## config.mk

```make
export PLATFORM = sky130hd
export DESIGN_NAME = cnd_cfg_regs_flat
export DESIGN_NICKNAME = d
export VERILOG_FILES = /design/src/cnd_pkg.sv /design/src/cnd_channels.sv /design/src/cnd_cfg_regs.sv /design/src/flat_wrapper.sv
export SDC_FILE = /design/constraint.sdc
export NUM_CORES = 1
export LEC_CHECK = 0
export BUFFER_PORTS_ARGS = -buffer_cell sky130_fd_sc_hd__buf_2
export CAP_MARGIN = 20
export CORE_MARGIN = 3
export CORE_UTILIZATION = 38
export CTS_CLUSTER_DIAMETER = 100
export DETAILED_ROUTE_END_ITERATION = 8
export GPL_ROUTABILITY_DRIVEN = 0
export GPL_TIMING_DRIVEN = 0
export PLACE_DENSITY = 0.69
export SYNTH_ARGS = -nofsm -noshare
export SYNTH_HDL_FRONTEND = slang
export SYNTH_SLANG_ARGS = --single-unit
```

## constraint.sdc

```tcl
create_clock -name clk -period 3.9 [get_ports clk]
set_input_delay 0.39 -clock clk [delete_from_list [all_inputs] [get_ports clk]]
set_output_delay 0.39 -clock clk [all_outputs]
set_load 0.05 [all_outputs]
```

## src/cnd_pkg.sv

```systemverilog
// Package with shared constants and types for the codebook nibble dot product block.
`timescale 1ns / 1ps

package cnd_pkg;

  localparam int FIELD_BYTES = 16;
  localparam int NUM_LANES = 2 * FIELD_BYTES;
  localparam int WORD_W = 64;
  localparam int BYTE_W = 8;
  localparam int NIBBLE_W = 4;
  localparam int CB_ENTRIES = 16;
  localparam int PROD_W = 16;
  localparam int GROUP_SIZE = 8;
  localparam int NUM_GROUPS = NUM_LANES / GROUP_SIZE;
  localparam int GROUP_W = 19;
  localparam int CHUNK_W = 21;
  localparam int ACC_W = 32;
  localparam int CFG_INDEX_W = 8;
  localparam int BYTES_PER_CHUNK_DEFAULT = 16;

  localparam logic [WORD_W-1:0] CB_LOW_RESET = 64'hFFFE_FDFC_FBFA_F9F8;
  localparam logic [WORD_W-1:0] CB_HIGH_RESET = 64'h0706_0504_0302_0100;

  localparam logic [CFG_INDEX_W-1:0] REG_CB_LOW = 8'd0;
  localparam logic [CFG_INDEX_W-1:0] REG_CB_HIGH = 8'd1;

  typedef logic [CB_ENTRIES-1:0][BYTE_W-1:0] codebook_t;

  typedef struct packed {
    logic valid;
    logic last;
  } stage_ctl_t;

  typedef struct packed {
    logic [WORD_W-1:0] acts_for_high_nibbles_b;
    logic [WORD_W-1:0] acts_for_high_nibbles_a;
    logic [WORD_W-1:0] acts_for_low_nibbles_b;
    logic [WORD_W-1:0] acts_for_low_nibbles_a;
    logic [WORD_W-1:0] packed_bytes_high;
    logic [WORD_W-1:0] packed_bytes_low;
  } chunk_t;

  typedef logic [NUM_LANES-1:0][PROD_W-1:0] prod_vec_t;

endpackage

```

## src/cnd_channels.sv

```systemverilog


interface cnd_cfg_if;
  logic                             valid;
  logic                             ready;
  logic [cnd_pkg::CFG_INDEX_W-1:0]  index;
  logic [cnd_pkg::WORD_W-1:0]       data;

  modport source (output valid, index, data, input ready);
  modport sink (input valid, index, data, output ready);
endinterface

```

## src/cnd_cfg_regs.sv

```systemverilog
// Codebook configuration registers written through the configuration channel.
`timescale 1ns / 1ps

module cnd_cfg_regs (
  input  logic               clk,
  input  logic               rst,
  cnd_cfg_if.sink            cfg,
  output cnd_pkg::codebook_t codebook
);

  logic [cnd_pkg::WORD_W-1:0] cb_low;
  logic [cnd_pkg::WORD_W-1:0] cb_high;

  assign cfg.ready = 1'b1;
  assign codebook = {cb_high, cb_low};

  always_ff @(posedge clk) begin
    if (rst) begin
      cb_low  <= cnd_pkg::CB_LOW_RESET;
      cb_high <= cnd_pkg::CB_HIGH_RESET;
    end else if (cfg.valid && cfg.ready) begin
      case (cfg.index)
        cnd_pkg::REG_CB_LOW: begin
          cb_low <= cfg.data;
        end
        cnd_pkg::REG_CB_HIGH: begin
          cb_high <= cfg.data;
        end
        default: begin
        end
      endcase
    end
  end

endmodule

```

## src/flat_wrapper.sv

```systemverilog
// flat-port wrapper written by rule: the top's interface ports become plain ports
module cnd_cfg_regs_flat 
  (clk, rst, codebook, cfg_valid, cfg_index, cfg_data, cfg_ready);
  cnd_cfg_if cfg_i ();
  input  logic clk;
  input  logic rst;
  output cnd_pkg::codebook_t codebook;
  input wire logic [$bits(cfg_i.valid)-1:0] cfg_valid;
  input wire logic [$bits(cfg_i.index)-1:0] cfg_index;
  input wire logic [$bits(cfg_i.data)-1:0] cfg_data;
  output wire logic [$bits(cfg_i.ready)-1:0] cfg_ready;
  assign cfg_i.valid = cfg_valid;
  assign cfg_i.index = cfg_index;
  assign cfg_i.data = cfg_data;
  assign cfg_ready = cfg_i.ready;
  cnd_cfg_regs u_core (.clk(clk), .rst(rst), .cfg(cfg_i), .codebook(codebook));
endmodule
```

==> flow_summary.toml <==
[cells_and_area]
fin_area_sq_mm = 0.00703
nFillCells = 1287
register_area_sq_mm = 0.00256
syn2layout_area_growth_pct = 35.4
multiInputGateArea_sq_mm = 0.00237
drive_gt1_share_pct = 31.3
nNetsFinal = 849
stdcell_count = 963
diodes = 0

[clock_network]
root_buffer = "clkbuf_16"
clkSinkCount = 128
path_clk_slew_ps = 60
h-tree-depth = 4
cts_hold_buf = 0
cts_tree = "done"
clock_path_buffers = 2
numCtsBuffers = 17
cts_resized = 0
postCtsSetupBuffers = 0
clk_latency_ps = 410

[synth]
mappedNetlistArea_sq_mm = 0.00520
syn_area_per_cell_sq_um = 9.38
ys.flop_type = "dfxtp_1"
syn_nets = 629
synth_cell_types = 21
ys_top_cells_by_area = "dfxtp_1 (49%), mux2i_1 (17%), nor2_1 (8.4%), o31ai_1 (5.8%), nand4_1 (4.8%)"
async_flop_share_pct = 0
synthCells = 554
synth_edf_count = 0
ys_seq_area_share_pct = 49.3
synth_common_cells = "dfxtp_1 (128), nor2_1 (116), mux2i_1 (88), clkbuf_1 (42)"
yosysWarnings = 0
yosysTopAreaCellShare_pct = 49.3
yosys.area.top_type = "dfxtp_1"
ys_seq_elements = 128
synth.most_common_cell = "dfxtp_1"

[power]
pwr-share-clk_pct = 52.5
pwr-share-seq_pct = 42.2
p_leak_nw = 2.86
p_int_mw = 2.38
switchingPower_uw = 727
p_per_area_mw_per_mm2 = 441
fin_total_pwr_mw = 3.10
irDropWorstVdd_mv = 0.258
pwr-share-comb_pct = 5.3
p_sw_share_pct = 23.4

[job]
drv_cap = 0

[outcome]
status = "complete, no violations"

[routing]
drt-total-wl_um = 15700
avgRoutedWirePerCell_um = 16.3
antenna_left = 0
first_pass_iters = 5
vias = 4811
drtIter0Drc = 382
routed_via_density = 5.00
drc = 0

[timing]
max_freq_mhz = 530
setup_viol = 0
slew_violations = 0
setup-tns-final_ps = 0
relSlewSlack_pct = 48.7
period_needed_ps = 1890
worst_clock_skew_ps = 0
worstMarginPinSlew_ps = 767
rsz0062_at_grt = "no"
min_period_over_period_pct = 48.4
hold_viol = 0
fin_ws_ps = 2010

[global_routing]
grt_overflow = 0
antenna_found_initial = 1
grt_max_degree = 17
grt_pass1_vias = 4615
grt_pass1_wl_um = 24000
gr-usage-all-layers_pct = 20.6

[critical_path]
crit_chain = "buf_2 -> or4_1 -> clkbuf_1 -> nor3_2 -> buf_4 -> mux2i_1"
path_buf_inv = 3
cp-startpoint = "cfg_index[5]"
cp_top_family = "simple AND/OR/NAND/NOR gates"
max_stage_delay_ps = 520
r2r_start = "u_core.cb_low[0]$_SDFFE_PP0P_"
critPathMaxFanout = 10
worst_setup_path_start_kind = "input pin"
arrival_ps = 2230
crit_required_ps = 4240
crit_type = "input pin to register"
cp-end-kind = "register"
crit_slowest_cell = "or4_1"

[placed_design]
place_area_sq_mm = 0.00642
hpwl_um = 11600
placed_cells = 931
dp_slack_ps = 1510
port_buffers = 200

[die]
initial_utilization_pct = 39.1
num_io_pins = 204
rows = 42
die_w_um = 123
die_area_sq_mm = 0.0151
coreArea_sq_mm = 0.0133
die_h_um = 123

[min_path]
hold_start = "cfg_data[5]"
hp-class = "input pin to register"
==> final timing paths <==
path                                                   endpoint  slack [ps]  cells after the start
worst min-delay path             u_core.cb_high[5]$_SDFFE_PP0P_         240                      3
worst max-delay path             u_core.cb_low[54]$_SDFFE_PP1P_        2010                      6
worst max register to register    u_core.cb_low[0]$_SDFFE_PP0P_        3250                      2
worst min register to register  u_core.cb_high[63]$_SDFFE_PP0P_         470                      2
==> cells by family after synthesis <==
logic type             count (synthesis)  synth area share (%)
buffers and inverters                 58                  5.15
AND/OR/NAND/NOR                      199                  18.9
multiplexers                          88                  17.0
other                                  1                0.0722
AO/OA/AOI/OAI                         80                  9.63
flip-flops                           128                  49.3
==> flip-flops by register name, summed over array words and instances (netlist names) <==
register,count
u_core.cb_high,64
u_core.cb_low,64
==> through the flow <==
| stage | utilization (%) | hold WS (ps) |
|---|---|---|
| after floorplan | - | 540 |
| after global placement | 48.3 | 453 |
| after detailed placement | 48.3 | 457 |
| after CTS | 52.9 | 222 |
| after global routing | 52.9 | 240 |
| final | 52.9 | 240 |
==> power groups by stage <==
stage	Clock (mW)	Combinational [mW]	Sequential, mW
floorplan	0	0.0795	1.34
global placement	0	0.163	1.34
detailed placement	0	0.163	1.34
CTS	1.66	0.164	1.31
global route	1.72	0.182	1.31
finish	1.63	0.164	1.31
==> final cells by class <==
class | instances | share of cell area [%]
sequential | 128 | 36.4
multi-input combinational | 368 | 33.6
timing repair buffer | 201 | 14.3
clock buffer | 17 | 6.05
buffer | 57 | 3.75
tap | 176 | 3.13
clock inverter | 15 | 2.65
inverter | 1 | 0.0534
==> routing by layer <==
metal | wire length, um | share of wire, % | global-route usage, % | vias to the layer above
met5 | 7 | 0.045 | 0 | -
met4 | 378 | 2.4 | 8.47 | 2
met3 | 1240 | 7.9 | 6.59 | 32
met2 | 7270 | 46 | 31.8 | 165
met1 | 6820 | 43 | 26.6 | 2230
li1 | - | - | - | 2382
==> placed cells by master (no fill, tap or decap), drive strengths merged <==
cell type and n:
or4b 1, or4 1, buf 216, nand3 1
clkbuf 59, bufinv 3, nand4 40, nor4b 1
clkinv 6, o31ai 40, mux2i 88, conb 1
inv 3, nor2 116, clkinvlp 4, dfxtp 128
nor3 2, a21oi 40, nor4 1, nand2b 36
==> tightest hold or removal path, stage by stage <==
cell and delay, ps:
buf_2 110, nand4_1 60, a21oi_1 50
Note: power is estimated with default switching activity, not from simulation.
