[src/cnd_pkg.sv]
// Package with shared constants and types for the codebook nibble dot product block.
`timescale 1ns / 1ps

package cnd_pkg;

  localparam int FIELD_BYTES = 16;
  localparam int NUM_LANES = 2 * FIELD_BYTES;
  localparam int WORD_W = 64;
  localparam int BYTE_W = 8;
  localparam int NIBBLE_W = 4;
  localparam int CB_ENTRIES = 16;
  localparam int PROD_W = 16;
  localparam int GROUP_SIZE = 8;
  localparam int NUM_GROUPS = NUM_LANES / GROUP_SIZE;
  localparam int GROUP_W = 19;
  localparam int CHUNK_W = 21;
  localparam int ACC_W = 32;
  localparam int CFG_INDEX_W = 8;
  localparam int BYTES_PER_CHUNK_DEFAULT = 16;

  localparam logic [WORD_W-1:0] CB_LOW_RESET = 64'hFFFE_FDFC_FBFA_F9F8;
  localparam logic [WORD_W-1:0] CB_HIGH_RESET = 64'h0706_0504_0302_0100;

  localparam logic [CFG_INDEX_W-1:0] REG_CB_LOW = 8'd0;
  localparam logic [CFG_INDEX_W-1:0] REG_CB_HIGH = 8'd1;

  typedef logic [CB_ENTRIES-1:0][BYTE_W-1:0] codebook_t;

  typedef struct packed {
    logic valid;
    logic last;
  } stage_ctl_t;

  typedef struct packed {
    logic [WORD_W-1:0] acts_for_high_nibbles_b;
    logic [WORD_W-1:0] acts_for_high_nibbles_a;
    logic [WORD_W-1:0] acts_for_low_nibbles_b;
    logic [WORD_W-1:0] acts_for_low_nibbles_a;
    logic [WORD_W-1:0] packed_bytes_high;
    logic [WORD_W-1:0] packed_bytes_low;
  } chunk_t;

  typedef logic [NUM_LANES-1:0][PROD_W-1:0] prod_vec_t;

endpackage

[src/cnd_channels.sv]


interface cnd_result_if;
  logic                              valid;
  logic                              ready;
  logic signed [cnd_pkg::ACC_W-1:0]  row_sum;

  modport source (output valid, row_sum, input ready);
  modport sink (input valid, row_sum, output ready);
endinterface


[src/cnd_acc.sv]
// Row accumulator and output register that presents the row sum word.
`timescale 1ns / 1ps

module cnd_acc (
  input  logic                         clk,
  input  logic                         rst,
  input  cnd_pkg::stage_ctl_t          ctl_in,
  input  logic [cnd_pkg::CHUNK_W-1:0]  chunk_sum,
  output logic                         ready_up,
  cnd_result_if.source                 result
);

  localparam int CHUNK_EXT = cnd_pkg::ACC_W - cnd_pkg::CHUNK_W;

  logic [cnd_pkg::ACC_W-1:0] acc;
  logic [cnd_pkg::ACC_W-1:0] acc_next;
  logic [cnd_pkg::ACC_W-1:0] row_sum;
  logic                      out_valid;
  logic                      take;

  // A chunk that closes a row waits here while an unread row sum sits in the output register.
  assign ready_up = !ctl_in.valid || !ctl_in.last || !out_valid || result.ready;
  assign take = ctl_in.valid && ready_up;
  assign acc_next = acc + {{CHUNK_EXT{chunk_sum[cnd_pkg::CHUNK_W-1]}}, chunk_sum};

  assign result.valid = out_valid;
  assign result.row_sum = $signed(row_sum);

  always_ff @(posedge clk) begin
    if (rst) begin
      acc       <= '0;
      out_valid <= 1'b0;
    end else begin
      if (take) begin
        acc <= ctl_in.last ? '0 : acc_next;
      end
      if (take && ctl_in.last) begin
        out_valid <= 1'b1;
      end else if (result.ready) begin
        out_valid <= 1'b0;
      end
    end
  end

  always_ff @(posedge clk) begin
    if (take && ctl_in.last) begin
      row_sum <= acc_next;
    end
  end

endmodule

[src/flat_wrapper.sv]
// flat-port wrapper written by rule: the top's interface ports become plain ports
module cnd_acc_flat 
  (clk, rst, ctl_in, chunk_sum, ready_up, result_valid, result_row_sum, result_ready);
  cnd_result_if result_i ();
  input  logic clk;
  input  logic rst;
  input  cnd_pkg::stage_ctl_t ctl_in;
  input  logic [cnd_pkg::CHUNK_W-1:0] chunk_sum;
  output logic ready_up;
  output wire logic [$bits(result_i.valid)-1:0] result_valid;
  output wire logic [$bits(result_i.row_sum)-1:0] result_row_sum;
  input wire logic [$bits(result_i.ready)-1:0] result_ready;
  assign result_valid = result_i.valid;
  assign result_row_sum = result_i.row_sum;
  assign result_i.ready = result_ready;
  cnd_acc u_core (.clk(clk), .rst(rst), .ctl_in(ctl_in), .chunk_sum(chunk_sum), .ready_up(ready_up), .result(result_i));
endmodule
[config.mk]
export PLATFORM = sky130hd
export DESIGN_NAME = cnd_acc_flat
export DESIGN_NICKNAME = d
export VERILOG_FILES = /design/src/cnd_pkg.sv /design/src/cnd_channels.sv /design/src/cnd_acc.sv /design/src/flat_wrapper.sv
export SDC_FILE = /design/constraint.sdc
export NUM_CORES = 1
export LEC_CHECK = 0
export ABC_AREA = 1
export BUFFER_PORTS_ARGS = -buffer_cell sky130_fd_sc_hd__buf_2
export CAP_MARGIN = 20
export CORE_ASPECT_RATIO = 1.75
export CORE_UTILIZATION = 48
export DETAILED_ROUTE_END_ITERATION = 8
export PLACE_DENSITY = 0.68
export SYNTH_ARGS = -nofsm -noshare
export SYNTH_HDL_FRONTEND = slang
export SYNTH_SLANG_ARGS = --single-unit
[constraint.sdc]
create_clock -name clk -period 8.3 [get_ports clk]
set_input_delay 2.49 -clock clk [delete_from_list [all_inputs] [get_ports clk]]
set_output_delay 2.49 -clock clk [all_outputs]
set_load 0.01 [all_outputs]
==> impl_results.md <==
* Worst-path fanout max at 3
* Power per cell area at 173 mW/mm^2
* R2R setup slack at 6.15 ns
* Vias in the first global route at 4171
* Reg2reg start: u_core.acc[0]
* Final setup vio count at 0
* Required time of the critical path at 5.81 ns
* Crit start category: primary input
* F_max at 0.177 GHz
* Synth area leader: nand2_1
* Ys Warns at 0
* Die height at 131 um
* Final TNS setup at 0 ns
* Global-route wire length before repair at 18.9 mm
* Most frequent CP cell: buf_2
* CTS Hold Bufs at 0
* Post-CTS setup buffer count at 0
* Maximum vdd drop at 0.102 mV
* Final HPWL DP at 9.24 mm
* Clock share of power at 0.378
* Internal power at 631 uW
* Lkg Pwr at 2.81 nW
* Cell Area, Synth at 0.00457 sq mm
* Most common cell after layout, fill and taps aside: nand2_1
* Hold WS at 0.470 ns
* Min-delay worst type: register to register
* Cells on worst reg2reg path at 9
* Status: complete, no violations
* Nets at 803
* Crit. End Element: primary output
* CTS Buf Count at 9
* CTS sink cnt at 65
* Crit path DAT at 3.15 ns
* RSZ-0062 raised after global routing: false
* Cell Chain, Critical Path: buf_2 > nor2_1 > nand3_1 > buf_2
* Post-synth top area share at 0.224
* Remaining antenna violation count at 0
* Max-slew violations at 0
* Crit-path slowest cell: nor2_1
* Initial core utilization at 0.499
* Die width at 75.7 um
* Clock Root Buffer: clkbuf_16
* # diodes at 0
* Worst hold stages at 2
* Largest net degree at the start of global routing at 34
* Syn_nets at 741
* Worst Hold Endpoint: u_core.acc[30]
* Sw Pwr at 278 uW
* Flop pwr share at 0.408
* Post-cts resize count at 0
* Final cell count without fillers at 870
* Final Util at 0.575
* Async S/R FF share, synth at 0
* # rows at 46
* DRT Wirelength at 12.1 mm
* Skew-Pair Late Insertion Delay at 0.34 ns
* Drt first-iter violations at 193
* Vias per cell at 4.93
* RePlAce Congestion at 0.954
* Fin area at 0.00526 sq mm
* Initial antenna violation count at 0
* Seq/Total Area, Yosys at 0.355
* Yosys reg bits at 65
* Hold path startpoint: u_core.acc[30]
* Core Area at 0.00915 sq mm
* Grt met2 use at 0.520
* Drc violations at 0
* Total grt overflow at 0
* GR Util met1 at 0.239
* Fin crit period at 5.64 ns
* Die footprint at 0.00993 sq mm
* Synth area leaders: nand2_1, edfxtp_1, dfxtp_1
* Worst slew margin at 0.314
* Combinational Power Share at 0.214
* Avg WL per Cell at 13.9 um
* Layout cells sized above 1 at 0.133
* Setup CP Type: primary input to primary output
* Fin Clk Skew at 0.00659 ns
* Clock slew at reported path FFs at 0.06 ns
* Tot GR Track Use at 0.264
* I/O pins at 60
* Net Sw Frac at 0.306
* Post-DP Area at 0.00500 sq mm
* Most frequent cells in the layout: nand2_1, inv_1, buf_2
* Via Count at 4288
* Number of distinct library cells after synthesis at 26
* Worst reg2reg endpoint: u_core.result.row_sum[28]
* Fin crit share at 0.680
* Post-Synthesis Cells at 683
* Slew @ Worst Pin at 1.03 ns
* Busiest grt layer: met2
* Final count of hold timing violations at 0
* Dpl cells at 854
* Crit-path max cell delay at 0.26 ns
* Met3 usage at 0.0436
* MaxCap Viol Count at 0
* Syn Area/Cell at 6.69 sq um
* Number of synthesized flops with an enable pin at 32
* H-tree Lvls at 3
* Area Growth Syn to Fin at 15.1%
* Port Buffers at 59
* CTS tree: done
* Drt pass-1 iters at 7
* CTS Buffer Depth at 2
* Top FF cell, synth: dfxtp_1
==> flip-flops by register name (all words and copies together) (netlist names) <==
register and cells:
u_core.result.valid 1, u_core.acc 32, u_core.result.row_sum 32
==> cell type report <==
| cell class | instances | area (sq um) |
|---|---|---|
| clock buffers | 10 | 229 |
| clock inverters | 6 | 35.0 |
| fillers | 918 | 3890 |
| inverters | 117 | 439 |
| multi-input cells | 491 | 2470 |
| flip-flops and latches | 65 | 1620 |
| well taps | 120 | 150 |
| repair buffers | 61 | 310 |
==> metrics by stage <==
| step | worst slack, ns | total power, mW |
|---|---|---|
| final | 2.66 | 0.909 |
| after global routing | 2.61 | 0.953 |
| after CTS | 2.66 | 0.915 |
| after detailed placement | 2.65 | 0.573 |
| after global placement | 2.70 | 0.568 |
| after floorplan | 3.03 | 0.514 |
==> worst max path at each step <==
| stage | startpoint | endpoint | cells past startpoint |
|---|---|---|---|
| final | result_ready | ready_up | 4 |
| after global routing | result_ready | ready_up | 4 |
| after CTS | result_ready | ready_up | 4 |
| after detailed placement | result_ready | ready_up | 4 |
| after global placement | result_ready | ready_up | 4 |
| after floorplan | result_ready | ready_up | 2 |
==> power groups by stage <==
stage / combinational [mW] / sequential [mW] / clock [mW]
floorplan: 0.131 / 0.383 / 0
global placement: 0.191 / 0.377 / 0
detailed placement: 0.195 / 0.378 / 0
CTS: 0.196 / 0.371 / 0.348
global route: 0.218 / 0.374 / 0.362
finish: 0.194 / 0.371 / 0.343
==> worst max-delay path: cells and delay by family <==
kind | cells | cell delay, ns
buffers and inverters | 2 | 0.27
and+or+nand+nor | 2 | 0.40
==> routing by layer <==
layer  routed length, um  up-vias
met4                 535        0
met2                6830      100
met3                 478       32
li1                    -     2235
met5                   0        -
met1                4290     1921
==> logic make-up (layout without fill, tap and decap cells) <==
logic type / Yosys count / after routing / synth area share
AND/OR/NAND/NOR: 388 / 388 / 0.354
buffers and inverters: 127 / 194 / 0.105
flip-flops: 65 / 65 / 0.355
AO/OA/AOI/OAI: 55 / 55 / 0.0619
adder cells (fa/ha/maj): 32 / 32 / 0.0893
XOR/XNOR: 16 / 16 / 0.0340
==> Yosys cell counts (2+ instances only) <==
cell type	n
nor2_1	42
nand2_1	272
xor2_2	2
clkbuf_1	6
xor2_1	13
nand3_1	37
buf_2	4
inv_2	3
a21oi_1	52
edfxtp_1	32
nand2_2	9
and2_1	15
dfxtp_1	33
o21bai_1	2
nor3_1	2
ha_1	31
inv_1	114
nand3_2	4
nand3b_1	2
nor2_2	2
(Power assumes the default switching activity.)
