$ cat src/cnd_pkg.sv
// Package with shared constants and types for the codebook nibble dot product block.
`timescale 1ns / 1ps

package cnd_pkg;

  localparam int FIELD_BYTES = 16;
  localparam int NUM_LANES = 2 * FIELD_BYTES;
  localparam int WORD_W = 64;
  localparam int BYTE_W = 8;
  localparam int NIBBLE_W = 4;
  localparam int CB_ENTRIES = 16;
  localparam int PROD_W = 16;
  localparam int GROUP_SIZE = 8;
  localparam int NUM_GROUPS = NUM_LANES / GROUP_SIZE;
  localparam int GROUP_W = 19;
  localparam int CHUNK_W = 21;
  localparam int ACC_W = 32;
  localparam int CFG_INDEX_W = 8;
  localparam int BYTES_PER_CHUNK_DEFAULT = 16;

  localparam logic [WORD_W-1:0] CB_LOW_RESET = 64'hFFFE_FDFC_FBFA_F9F8;
  localparam logic [WORD_W-1:0] CB_HIGH_RESET = 64'h0706_0504_0302_0100;

  localparam logic [CFG_INDEX_W-1:0] REG_CB_LOW = 8'd0;
  localparam logic [CFG_INDEX_W-1:0] REG_CB_HIGH = 8'd1;

  typedef logic [CB_ENTRIES-1:0][BYTE_W-1:0] codebook_t;

  typedef struct packed {
    logic valid;
    logic last;
  } stage_ctl_t;

  typedef struct packed {
    logic [WORD_W-1:0] acts_for_high_nibbles_b;
    logic [WORD_W-1:0] acts_for_high_nibbles_a;
    logic [WORD_W-1:0] acts_for_low_nibbles_b;
    logic [WORD_W-1:0] acts_for_low_nibbles_a;
    logic [WORD_W-1:0] packed_bytes_high;
    logic [WORD_W-1:0] packed_bytes_low;
  } chunk_t;

  typedef logic [NUM_LANES-1:0][PROD_W-1:0] prod_vec_t;

endpackage

$ cat src/cnd_reduce.sv
// Two registered adder stages: four group sums of eight products, then the chunk sum.
`timescale 1ns / 1ps

module cnd_reduce (
  input  logic                          clk,
  input  logic                          rst,
  input  cnd_pkg::stage_ctl_t           ctl_in,
  input  cnd_pkg::prod_vec_t            prod,
  input  logic                          ready_down,
  output logic                          ready_up,
  output cnd_pkg::stage_ctl_t           ctl_out,
  output logic [cnd_pkg::CHUNK_W-1:0]   chunk_sum
);

  localparam int PROD_EXT = cnd_pkg::GROUP_W - cnd_pkg::PROD_W;
  localparam int GROUP_EXT = cnd_pkg::CHUNK_W - cnd_pkg::GROUP_W;

  cnd_pkg::stage_ctl_t                                   ctl_grp;
  logic [cnd_pkg::NUM_GROUPS-1:0][cnd_pkg::GROUP_W-1:0]  group_sum;
  logic [cnd_pkg::NUM_GROUPS-1:0][cnd_pkg::GROUP_W-1:0]  group_sum_next;
  logic [cnd_pkg::CHUNK_W-1:0]                           chunk_sum_next;
  logic                                                  en_chunk;
  logic                                                  en_group;

  assign en_chunk = !ctl_out.valid || ready_down;
  assign en_group = !ctl_grp.valid || en_chunk;
  assign ready_up = en_group;

  always_comb begin
    for (int g = 0; g < cnd_pkg::NUM_GROUPS; g++) begin
      group_sum_next[g] = '0;
      for (int j = 0; j < cnd_pkg::GROUP_SIZE; j++) begin
        group_sum_next[g] = group_sum_next[g] +
          {{PROD_EXT{prod[g*cnd_pkg::GROUP_SIZE+j][cnd_pkg::PROD_W-1]}},
           prod[g*cnd_pkg::GROUP_SIZE+j]};
      end
    end
  end

  always_comb begin
    chunk_sum_next = '0;
    for (int g = 0; g < cnd_pkg::NUM_GROUPS; g++) begin
      chunk_sum_next = chunk_sum_next +
        {{GROUP_EXT{group_sum[g][cnd_pkg::GROUP_W-1]}}, group_sum[g]};
    end
  end

  always_ff @(posedge clk) begin
    if (rst) begin
      ctl_grp <= '0;
      ctl_out <= '0;
    end else begin
      if (en_group) begin
        ctl_grp <= ctl_in;
      end
      if (en_chunk) begin
        ctl_out <= ctl_grp;
      end
    end
  end

  always_ff @(posedge clk) begin
    if (en_group) begin
      group_sum <= group_sum_next;
    end
    if (en_chunk) begin
      chunk_sum <= chunk_sum_next;
    end
  end

endmodule

$ cat config.mk
export PLATFORM = sky130hd
export DESIGN_NAME = cnd_reduce
export DESIGN_NICKNAME = d
export VERILOG_FILES = /design/src/cnd_pkg.sv /design/src/cnd_reduce.sv
export SDC_FILE = /design/constraint.sdc
export NUM_CORES = 1
export LEC_CHECK = 0
export ABC_CLOCK_PERIOD_IN_PS = 6500
export BUFFER_PORTS_ARGS = -buffer_cell sky130_fd_sc_hd__buf_2
export CELL_PAD_IN_SITES_DETAIL_PLACEMENT = 0
export CELL_PAD_IN_SITES_GLOBAL_PLACEMENT = 1
export CORE_ASPECT_RATIO = 1.2
export CORE_MARGIN = 4
export CORE_UTILIZATION = 38
export CTS_CLUSTER_DIAMETER = 50
export DETAILED_ROUTE_END_ITERATION = 7
export PLACE_DENSITY = 0.75
export SLEW_MARGIN = 10
export SYNTH_ARGS = -nofsm -noshare
export SYNTH_HDL_FRONTEND = slang
export SYNTH_SLANG_ARGS = --single-unit
$ cat constraint.sdc
create_clock -name clk -period 6.5 [get_ports clk]
set_clock_uncertainty 0.15 [all_clocks]
set_input_delay 0.65 -clock clk [delete_from_list [all_inputs] [get_ports clk]]
set_output_delay 0.65 -clock clk [all_outputs]
set_load 0.05 [all_outputs]
==> results.txt <==
* Area of the mapped netlist: 18900 sq um
- Summed over all layers, the routed wires come to 45600 microns.
- FF+latch count, synth: 101
* Cell type contributing the most total cell area after synthesis: fa_1
* Normalized max-slew margin: 0.264
- Of the cells placed in the final design, the portion with a size suffix greater than 1 is 0.236.
* Maximum clock frequency: 197 MHz
* Synthesized Nets: 2944
- The number of clock buffers added by TritonCTS is 9.
- Transition time of the tightest slew-check pin: 1.10 ns
- The die is 211 microns wide.
- Overall global routing resource usage: 0.172
- CTS built an H-tree with a depth of 3.
* Hold Crit Start: ctl_grp[0]
- Clock Sink Count: 101
* Period utilization: 0.781
- The hold violation count in the final report was 0.
- The average instance in the mapped netlist occupies 9.95 sq um.
- Crit. End Element: register
* Number of buffers inserted by post-CTS setup repair: 0
- After synthesis, the cell types taking the most area are fa_1 (46%), inv_1 (16%), edfxtp_1 (15%), ha_1 (6.4%), xnor2_1 (2.8%).
- Clock latency reported for the late side of the worst-skew pair: 0.35 ns
- Register-to-register setup slack: 2.66 ns
* Pin count of the biggest net entering global routing: 79
* Async set or reset register ratio after synthesis: 0
- Standard-cell row count: 89
- Net count, final: 3495
* Synthesis Warnings: 0
* Area growth from synthesis to final layout: 20.4%
- During I/O placement, the number of pins put on the boundary was 541.
- The share of synthesized area in the top cell type comes to 0.461.
* Routed WL per cell: 14.8 microns
* CP startpoint kind: input pin
* CTS max path bufs: 2
- Vertical die dimension: 252 microns
- CP Data Required Time: 6.46 ns
* Signal arrival time at the worst endpoint: 5.03 ns
- The min-delay analysis places its worst path in the category register to register.
- The worst hold path passes through 2 cells.
- Outcome: finished clean
* Reg2reg start: group_sum[1]
- Setup violations remaining at the end of the flow were counted as 0.
- Highest net fanout along the worst path: 3
- Summed negative setup slack over all endpoints: 0 ns
- Crit path kind: input pin to register
- 1st-iter DRT viols: 373
- Post-CTS repair changed the size of 0 cells.
* Top FF cell, synth: edfxtp_1
- In this run the critical register-to-register path is captured at chunk_sum[19].
- Mapped Cells: 1896
- DP HPWL: 42900 microns
- Share of synthesized area occupied by flip-flops and latches: 0.159
- Detail Route Antenna Nets: 0
* Core Footprint: 49100 sq um
- Final critical path time including I/O delays and setup: 5.08 ns
* Number of maximum-capacitance constraint violations: 0
- Terminating pin of the worst hold path: ctl_grp[0]
* Logic depth of the worst register-to-register path: 11
* TritonCTS clock tree: built
- The number of global-route vias before repair came to 14900.
* Clock slew at reported path FFs: 0.07 ns
* Count of flip-flops with a built-in enable after synthesis: 97
- Clock tree synthesis selected as its root buffer the cell clkbuf_16.
- Initial DRT Pass Iterations: 5
- Number of vias after detailed routing: 13500
- For this run, design rule violations remaining after detail routing come to 0.
- After detailed routing, the number of vias per cell comes to 4.37.
- Routability-driven placement finished with a final weighted congestion of 0.880.
- Die area: 53300 sq um
* Antenna violations before repair: 3
- The total overflow left after global routing is 0.
- Hold buffer count at CTS: 0
- Max Slew Vio Count: 0
- Netlist cell types: 64
- RSZ-0062 raised after global routing: false
* Wire length of the first global-routing pass: 73200 microns
* Quantity of I/O buffers inserted on ports: 540
* Initial core utilization: 0.384
worst max path at each step:
stage                          from             to  cells past startpoint
after floorplan            prod[50]  group_sum[16]                     15
after global placement     prod[50]  group_sum[16]                     16
after detailed placement  prod[178]  group_sum[37]                     15
after CTS                 prod[178]  group_sum[37]                     15
after global routing      prod[178]  group_sum[37]                     15
final                     prod[178]  group_sum[37]                     15
through the flow:
stage	hold slack (ns)	utilization	instance area [sq um]	cells	worst slack, ns
2_1_floorplan	0.287	-	18900	1896	1.62
3_3_place_gp	0.300	0.456	22400	3073	1.15
3_5_place_dp	0.315	0.456	22400	3073	1.10
4_1_cts	0.324	0.462	22700	3089	1.45
5_1_grt	0.362	0.463	22700	3091	1.27
6_report	0.317	0.463	22700	3092	1.42
logic make-up (layout without fill, tap and decap cells):
kind of cell | Yosys count | in the layout | share of synthesized area
fa+ha+maj | 531 | 531 | 0.525
simple gates | 139 | 139 | 0.0359
flops | 101 | 101 | 0.159
other cells | 0 | 3 | 0
xor+xnor | 81 | 81 | 0.0376
compound gates | 214 | 214 | 0.0767
buf+inv | 827 | 1383 | 0.164
mux | 3 | 3 | 0.00159
cell usage after synthesis, drive strengths merged (2+ instances only):
cell type  instances
a2111oi            2
a211o              3
a211oi            19
a21o              26
a21oi             58
a221oi             2
a311oi             2
a31oi              9
and3               3
dfxtp              4
edfxtp            97
fa               435
ha                96
inv              827
mux2i              3
nand2             32
nand2b             8
nand3             12
nand4              2
nor2              44
nor2b              6
nor3              16
nor4               3
o211ai            10
o21a               9
o21ai             46
o21bai            10
o221ai             2
o22ai              3
o311a              2
o41ai              3
or2                3
or3                4
xnor2             61
xor2              20
critical path, stage by stage:
cell	delay, ns
buf_2	0.11
fa_1	0.52
inv_1	0.05
fa_1	0.56
fa_1	0.45
fa_1	0.50
inv_1	0.04
ha_1	0.22
fa_1	0.49
a211oi_1	0.43
o211ai_1	0.23
a31oi_1	0.37
o21ai_0	0.14
a21oi_1	0.19
xnor2_1	0.09
routing by layer:
| layer | GRT usage | wire (microns) | part of all wire | vias to the layer above |
|---|---|---|---|---|
| li1 | - | - | - | 6547 |
| met1 | 0.212 | 17500 | 0.38 | 6669 |
| met2 | 0.332 | 25700 | 0.56 | 278 |
| met3 | 0.0212 | 1960 | 0.043 | 30 |
| met4 | 0.0210 | 493 | 0.011 | 2 |
| met5 | 0 | 13 | 0.00028 | - |
sequential cells by signal, indices dropped and copies added (netlist names):
name	count
chunk_sum	21
ctl_out	2
ctl_grp	2
group_sum	76
cell usage in the layout, fill, tap and decap left out, types with 3 or more instances in the layout:
cell type	n
o21ai_1	10
fa_1	435
o211ai_1	10
and3_1	3
mux2i_1	3
a211o_1	3
nand3_1	12
nor3_1	14
diode_2	3
xor2_1	20
a211oi_1	18
o21a_1	8
clkbuf_16	9
nand2_1	29
nor4_1	3
a21oi_1	57
or2_2	3
dfxtp_1	4
nand2b_1	8
o21bai_1	10
buf_2	540
inv_1	827
o21ai_0	34
a21o_1	25
a31oi_1	8
or3_1	4
nor2_1	44
edfxtp_1	97
ha_1	96
xnor2_1	61
nor2b_1	6
layout make-up:
type	count	area (sq um)
Tap cell	637	797
Timing Repair Buffer	540	2700
Fill cell	4766	26400
Multi-Input combinational cell	968	12800
Clock inverter	3	68.8
Antenna cell	3	7.51
Inverter	827	3100
Clock buffer	13	260
Sequential cell	101	2990
Power is not shown: default switching activity piles up to over one toggle a cycle in this logic, so the estimate is an artifact.
